$ cat config.mk
export PLATFORM = sky130hd
export DESIGN_NAME = cpba_run_unit
export DESIGN_NICKNAME = d
export VERILOG_FILES = /design/src/rtl/cpba_pkg.sv /design/src/rtl/cpba_run_unit.sv
export SDC_FILE = /design/constraint.sdc
export NUM_CORES = 1
export LEC_CHECK = 0
export ABC_AREA = 1
export BUFFER_PORTS_ARGS = -buffer_cell sky130_fd_sc_hd__buf_2
export CORE_MARGIN = 1
export CORE_UTILIZATION = 54
export DETAILED_ROUTE_END_ITERATION = 10
export PLACE_DENSITY = 0.77
export SLEW_MARGIN = 0
export SYNTH_ARGS = -nofsm -noshare
export SYNTH_HDL_FRONTEND = slang
export SYNTH_SLANG_ARGS = --single-unit
$ cat constraint.sdc
create_clock -name vclk -period 18.4
set_input_delay 0.92 -clock vclk [all_inputs]
set_output_delay 0.92 -clock vclk [all_outputs]
set_load 0.05 [all_outputs]
$ cat src/rtl/cpba_pkg.sv
// shared constants, types and the page range mask function of the page allocator
package cpba_pkg;

	localparam int MAX_PAGES = 65536;
	localparam int PI_W      = $clog2(MAX_PAGES);
	localparam int PN_W      = PI_W + 1;
	localparam int WORD_W    = 64;
	localparam int WBIT_W    = $clog2(WORD_W);
	localparam int WORDS     = MAX_PAGES / WORD_W;
	localparam int WADDR_W   = $clog2(WORDS);
	localparam int GRP_W     = 8;
	localparam int GBIT_W    = $clog2(GRP_W);
	localparam int SUB_W     = WBIT_W - GBIT_W;
	localparam int NEED_W    = 21;
	localparam int REG_W     = 17;
	localparam int BASE_W    = 28;
	localparam int PAGE_SH   = 12;

	localparam logic [PN_W-1:0]    LIM_MAX  = PN_W'(MAX_PAGES);
	localparam logic [REG_W-1:0]   PCNT_RST = REG_W'(65536);
	localparam logic [REG_W-1:0]   RSV_RST  = REG_W'(1024);
	localparam logic [SUB_W-1:0]   SUB_LAST = {SUB_W{1'b1}};
	localparam logic [WADDR_W-1:0] WORD_LAST = {WADDR_W{1'b1}};

	// request codes
	typedef enum logic [1:0] {
		ACT_ALLOC = 2'd0,
		ACT_FREE  = 2'd1,
		ACT_INIT  = 2'd2,
		ACT_NONE  = 2'd3
	} action_t;

	// configuration register indexes
	localparam logic CFG_PAGE_COUNT = 1'b0;
	localparam logic CFG_RESERVED   = 1'b1;

	// state handed back by the run evaluator for one group of bits
	typedef struct packed {
		logic            found;
		logic [PN_W-1:0] run;
		logic [PI_W-1:0] start;
	} run_res_t;

	// bits of word widx whose page number lies in [lo, hi)
	function automatic logic [WORD_W-1:0] range_mask(
		input logic [WADDR_W-1:0] widx,
		input logic [PN_W-1:0]    lo,
		input logic [PN_W-1:0]    hi
	);
		logic [PN_W-1:0]   p;
		logic [WORD_W-1:0] m;
		m = '0;
		for (int b = 0; b < WORD_W; b++) begin
			p    = PN_W'({widx, WBIT_W'(b)});
			m[b] = (p >= lo) && (p < hi);
		end
		return m;
	endfunction

endpackage

$ cat src/rtl/cpba_run_unit.sv
// free run evaluator over one group of page bits, lowest page first
module cpba_run_unit
	import cpba_pkg::*;
(
	input  logic [GRP_W-1:0]  used,
	input  logic [PI_W-1:0]   grp_base,
	input  logic [PN_W-1:0]   run_in,
	input  logic [PI_W-1:0]   start_in,
	input  logic [NEED_W-1:0] need,
	output run_res_t          res
);

	logic            fnd;
	logic [PN_W-1:0] run;
	logic [PI_W-1:0] st;

	// walk the group, extending or breaking the current run
	always_comb begin
		fnd = 1'b0;
		run = run_in;
		st  = start_in;
		for (int i = 0; i < GRP_W; i++) begin
			if (!fnd) begin
				if (!used[i]) begin
					if (run == '0) begin
						st = {grp_base[PI_W-1:GBIT_W], GBIT_W'(i)};
					end
					run = run + PN_W'(1);
					if (NEED_W'(run) >= need) begin
						fnd = 1'b1;
					end
				end else begin
					run = '0;
				end
			end
		end
		res.found = fnd;
		res.run   = run;
		res.start = st;
	end

endmodule

Word level (Yosys, flattened, before mapping)
Cells that the tools add are included. Widths: inputs -> output; s select.

Magnitude comparators: 8. $add $sub $neg: 8. Reduce and logical (&&, ||, !) cells: 8. Mux-type cells: 61.

Operator list (number): $mux 16 (23); $mux 17 (15); $ge 17x21->1 (8); $add 17x1->17 const B (8); $logic_not 17->1 (8); $mux 1 (23).

Output and inout port bits: 34. Logic and storage cells: 85. Bits in registers: 0. Input port bits: 78.

Longest topological paths before layout
Gate-level depths: netlist of the first run.

Depth in word-level cells: 25. Depth in mapped cells: 105.

Least setup slack after synthesis of the first run
No wires, ideal clock.

Kind: input to output. Start point: input run_in[0]. End point: output res[0] (netlist name). Buffers on the path: 2. Stages: 97. Path slack: 4.882 ns. Arrival: 12.598 ns. Cell sequence: ha_1 > nand2_2 > nor2_4 > nand2_1 > nor3_1 > nand3_1 > nor3_1 > xor2_1 > inv_1 > ha_1 > nand2_1 > nor3_2 > nand3_1 > nand3_2 > buf_6 > nand3_1 > nand2_2 > ha_1 > [61 not listed] > nor2_1 > nand2_1 > nor2_1 > nand3_1 > nor2_1 > nand3_1 > nor2_1 > nand3_1 > nor2_1 > nand2_1 > nor2_1 > nand2_1 > nor2_1 > nand2_1 > nor2_2 > nand3_4 > buf_2 > o21ai_1.

RTL lines: start: declaration (RTL line cpba_run_unit.sv:7) `input logic [PN_W-1:0] run_in,`; end: declaration (RTL line cpba_run_unit.sv:10) `output run_res_t res`.

==> results of run 1 <==
[kinds of logic (layout without fill, tap and decap cells)]
group	after synthesis	after routing	synth area share [%]
simple gates	1273	1273	59.28
compound gates	159	159	9.017
buf+inv	334	436	12.82
fa+ha+maj	152	152	18.37
xor+xnor	6	6	0.5077
[cell usage after synthesis, types with 3 or more instances]
| master | number | share of area, % |
|---|---|---|
| nand2_1 | 562 | 20 |
| inv_1 | 253 | 9.2 |
| nand3_1 | 201 | 9.7 |
| nor2_1 | 173 | 6.3 |
| ha_1 | 152 | 18 |
| nand2_2 | 91 | 5.5 |
| nand4_1 | 86 | 5.2 |
| a21oi_1 | 64 | 3.1 |
| inv_2 | 53 | 1.9 |
| o21ai_0 | 35 | 1.7 |
| nor3_1 | 31 | 1.5 |
| nor2_2 | 25 | 1.5 |
| nand3_2 | 23 | 2.2 |
| and2_1 | 22 | 1.3 |
| nand2_4 | 16 | 1.7 |
| o21ai_1 | 16 | 0.77 |
| nor2_4 | 14 | 1.5 |
| nor4_1 | 12 | 0.73 |
| o22ai_1 | 10 | 0.60 |
| buf_2 | 7 | 0.34 |
| clkbuf_1 | 7 | 0.25 |
| a21oi_2 | 5 | 0.42 |
| buf_4 | 5 | 0.36 |
| xor2_1 | 5 | 0.42 |
| buf_6 | 4 | 0.44 |
| clkinv_1 | 4 | 0.15 |
| nand3b_1 | 4 | 0.29 |
| o211ai_1 | 4 | 0.29 |
| o21ai_2 | 4 | 0.34 |
| nand3_4 | 3 | 0.51 |
| o21bai_1 | 3 | 0.22 |
| or2_2 | 3 | 0.18 |
[worst max-delay path, delay by kind of cell]
family / cells / cell delay, ns
AOI/OAI and AO/OA: 11 / 1.79
xor gates and xnor gates: 1 / 0.25
adders and majority gates: 8 / 2.17
buffers and inverters: 11 / 1.52
and+or+nand+nor: 72 / 9.20
[layer usage]
layer | vias to the layer above | track usage, % | wire [um]
li1 | 6505 | - | -
met2 | 519 | 53.87 | 14430
met1 | 5736 | 47.59 | 15750
met5 | - | 0 | 0
met4 | 0 | 10.76 | 1159
met3 | 77 | 3.590 | 2671
[power by group]
| group | total, mW | switching, mW | internal [mW] |
|---|---|---|---|
| Clock | 0 | 0 | 0 |
| Combinational | 0.261 | 0.186 | 0.0759 |
| Sequential | 0 | 0 | 0 |
[what timing repair did]
item                                    4_1_cts  5_1_grt
buffers inserted                              0       11
resized for setup                             0        2
hold endpoints to repair                      0        0
endpoints found under the setup margin        0       16
[worst paths after layout]
kind	startpoint	endpoint	slack, ns	cells after the start
max	run_in[0]	res[3]	1.58	103
min	used[7]	res[33]	2.21	3
[cell usage in the layout (no fill, tap or decap), drive strengths merged, types with 4 or more instances in the layout]
cell and n:
a21oi 71, and2 22, buf 126, clkinv 4
ha 152, inv 306, nand2 669, nand3 227
nand3b 4, nand4 86, nor2 213, nor3 33
nor4 12, o211ai 4, o21ai 55, o21bai 4
o22ai 10, or2 4, xor2 5
[area by class of cell]
type / count / area (um^2) / area share (%)
multi-input cells: 1590 / 9030 / 80.83
inverters: 310 / 1164 / 10.42
repair buffers: 126 / 685.7 / 6.137
well taps: 234 / 292.8 / 2.621
==> results_dict.tcl, run 1 <==
set metrics [dict create \
    fin_crit_ns 16.82 \
    syn_area_mm2 0.01035 \
    io_pins 112 \
    drt_wl_total_mm 34.01 \
    grtUsageTotal_pct 33.89 \
    finalHoldViolations 0 \
    synth_seq_area_share_pct 0 \
    status "complete, no violations" \
    ys_warn_count 0 \
    drt_first_pass_iters 6 \
    finalInstanceArea_mm2 0.01117 \
    gr-total-overflow 0 \
    p_per_area_mw_per_mm2 23.40 \
    portBuffers 109 \
    end_kind "primary output" \
    period_share_pct 91.40 \
    clock.fmax_mhz 59.46 \
    die_h_um 140.5 \
    finalNonFillerCells 2260 \
    final_nets 2258 \
    cpMaxStageDelayCell "nor4b_1" \
    drive_gt1_share_pct 18.36 \
    crit_fanout 17 \
    vias 12840 \
    antenna_cells 0 \
    cp-start-kind "input port" \
    power_leakage_nw 6.220 \
    grt_start_max_net_pins 31 \
    wire_per_inst_um 15.05 \
    grt_pass1_wl_mm 54.38 \
    grt_pass1_vias 11270 \
    areaGrowthSynthToFinish_pct 7.930 \
    via_per_inst 5.680 \
    post-route-drc-count 0 \
    die_x_um 140.5 \
    final_core_util_pct 59.53 \
    tightest_slew_ns 0.9101 \
    n_clock_buffer 0 \
    synth.distinct_cells 50 \
    syn-instance-count 1924 \
    dieArea_mm2 0.01973 \
    synth.avg_cell_area_um2 5.380 \
    placed_area_mm2 0.01107 \
    seq_cells 0 \
    relSlewSlack_pct 39.26 \
    required_ns 17.48 \
    drt-initial-drc-count 1234 \
    drtAntennaViolNets 0 \
    vdd_drop_max_mv 0.02661 \
    pre_cts_ws_ns 1.264 \
    num-fill-cells 1979 \
    coreArea_mm2 0.01877 \
    crit_type "input port to primary output" \
    cpMostUsedCell "nand2_1" \
    hp-class "input port to primary output" \
    fin_total_pwr_mw 0.2615 \
    dp.cells 2249 \
    hold_slack_ns 2.207 \
    drv_slew 0 \
    std_cell_rows 50 \
    setup_ws_ns 1.582 \
    rsz0062_at_grt "no" \
    cts_hold_buf 0 \
    setup_violations 0 \
    gp_congestion 0.9768 \
    register_area_um2 0 \
    cp_slowest_stage_delay_ns 0.33 \
    arrival_ns 15.90 \
    antenna_found_initial 0 \
    synthesis.nets 2154 \
    finalSetupTns_ns 0 \
    dp_hpwl_mm 27.35 \
    max_cap_viol_count 0 \
    start_util_pct 55.15 \
]
No activity file was read; power rests on OpenSTA's default activity.
==> run 2, diff against run 1 <==
BUFFER_PORTS_ARGS = -buffer_cell sky130_fd_sc_hd__buf_4   (was -buffer_cell sky130_fd_sc_hd__buf_2)
PLACE_DENSITY = 0.74   (was 0.77)
==> run 2 against run 1 <==
Effect of this change:
- sequential share of layout area unchanged
- clock-buffer cell count stayed put
- maximum frequency increased by 1.2%
- die area unchanged
- non-clock buffer count fell by 7
- critical path type unchanged
- critical endpoint unchanged
==> results_dict.tcl, run 2 (same netlist as run 1, synthesis figures left out) <==
set metrics [dict create \
    status "complete, no violations" \
    critPathBufInv 9 \
    setup_violations 0 \
    cp_slowest_stage_delay_ns 0.47 \
    cp_top_family "simple AND/OR/NAND/NOR gates" \
    num-fill-cells 1989 \
    dieArea_mm2 0.01973 \
    wire_per_inst_um 15.16 \
    antenna_found_initial 0 \
    seq_cells 0 \
    crit_type "input port to primary output" \
    n_clock_buffer 0 \
    grtUsageTotal_pct 34.43 \
    finalHoldViolations 0 \
    grt_pass1_wl_mm 55.51 \
    vdd_drop_max_mv 0.02860 \
    std_cell_rows 50 \
    crit_fanout 18 \
    drive_gt1_share_pct 18.03 \
    required_ns 17.48 \
    final_nets 2251 \
    start_util_pct 55.15 \
    io_pins 112 \
    gp_congestion 0.9420 \
    max_cap_viol_count 0 \
    drt-initial-drc-count 1185 \
    layout.cells.most_common "nand2_1" \
    tightest_slew_ns 1.071 \
    end_kind "primary output" \
    p_per_area_mw_per_mm2 23.96 \
    relSlewSlack_pct 28.50 \
    cpMaxStageDelayCell "nor2_4" \
    portBuffers 109 \
    finalNonFillerCells 2253 \
    coreArea_mm2 0.01877 \
    drt_wl_total_mm 34.16 \
    hp-class "input port to primary output" \
    drt_first_pass_iters 5 \
    hold_slack_ns 2.187 \
    dp.cells 2247 \
    power_leakage_nw 6.261 \
    finalSetupTns_ns 0 \
    clock.fmax_mhz 60.15 \
    via_per_inst 5.655 \
    gr-total-overflow 0 \
    antenna_cells 0 \
    register_area_um2 0 \
    drtAntennaViolNets 0 \
    drv_slew 0 \
    fin_crit_ns 16.63 \
    final_core_util_pct 60.68 \
    die_x_um 140.5 \
    multi_input_area_mm2 0.009026 \
    period_share_pct 90.36 \
    post-route-drc-count 0 \
    layout_common_cells "nand2_1 (561), inv_1 (253), nand3_1 (201)" \
    areaGrowthSynthToFinish_pct 10.02 \
    cp-start-kind "input port" \
    arrival_ns 15.71 \
    dp_hpwl_mm 27.65 \
    grt_start_max_net_pins 31 \
    cpMostUsedCell "nand2_1" \
    grt_pass1_vias 11440 \
    vias 12740 \
    rsz0062_at_grt "no" \
    die_h_um 140.5 \
]
run 2: area by class of cell:
cell class | count | area share, %
timing repair buffer | 119 | 7.954
multi-input combinational | 1590 | 79.26
inverter | 310 | 10.22
tap | 234 | 2.571
run 2: metal layers:
| layer | share of wire, % | wire length, um | vias to the layer above | global-route usage (%) |
|---|---|---|---|---|
| met5 | 0 | 0 | - | 0 |
| met4 | 3.0 | 1034 | 0 | 9.497 |
| met3 | 6.3 | 2156 | 67 | 0.9231 |
| met2 | 44 | 14910 | 450 | 55.66 |
| met1 | 47 | 16060 | 5719 | 49.77 |
| li1 | - | - | 6505 | - |
run 2: metrics by stage:
stage,power (mW),setup slack [ns],area [um^2]
after CTS,0.2679,1.553,11330
final,0.2728,1.774,11390
after global placement,0.2622,1.773,11330
after detailed placement,0.2673,1.594,11330
after global routing,0.2996,0.05860,11390
after floorplan,0.1924,4.882,10350
run 2: tightest hold or removal path, delay by kind of cell:
family / cells / cell delay (ns)
buffers and inverters: 2 / 0.26
AND/OR/NAND/NOR: 2 / 0.08
run 2: power by group:
part | total (mW) | leakage, nW | switching (mW) | internal (mW)
Clock | 0 | 0 | 0 | 0
Sequential | 0 | 0 | 0 | 0
Combinational | 0.273 | 6.26 | 0.187 | 0.0862
run 2: timing repair:
action,in CTS,in global routing
buffers inserted,0,6
gates resized for setup,0,1
hold buffers,0,0
setup endpoints to repair,0,16
run 2: worst paths after layout:
kind	start	to	slack [ns]	cells after the start
max	run_in[0]	res[3]	1.77	103
min	grp_base[13]	res[13]	2.19	4
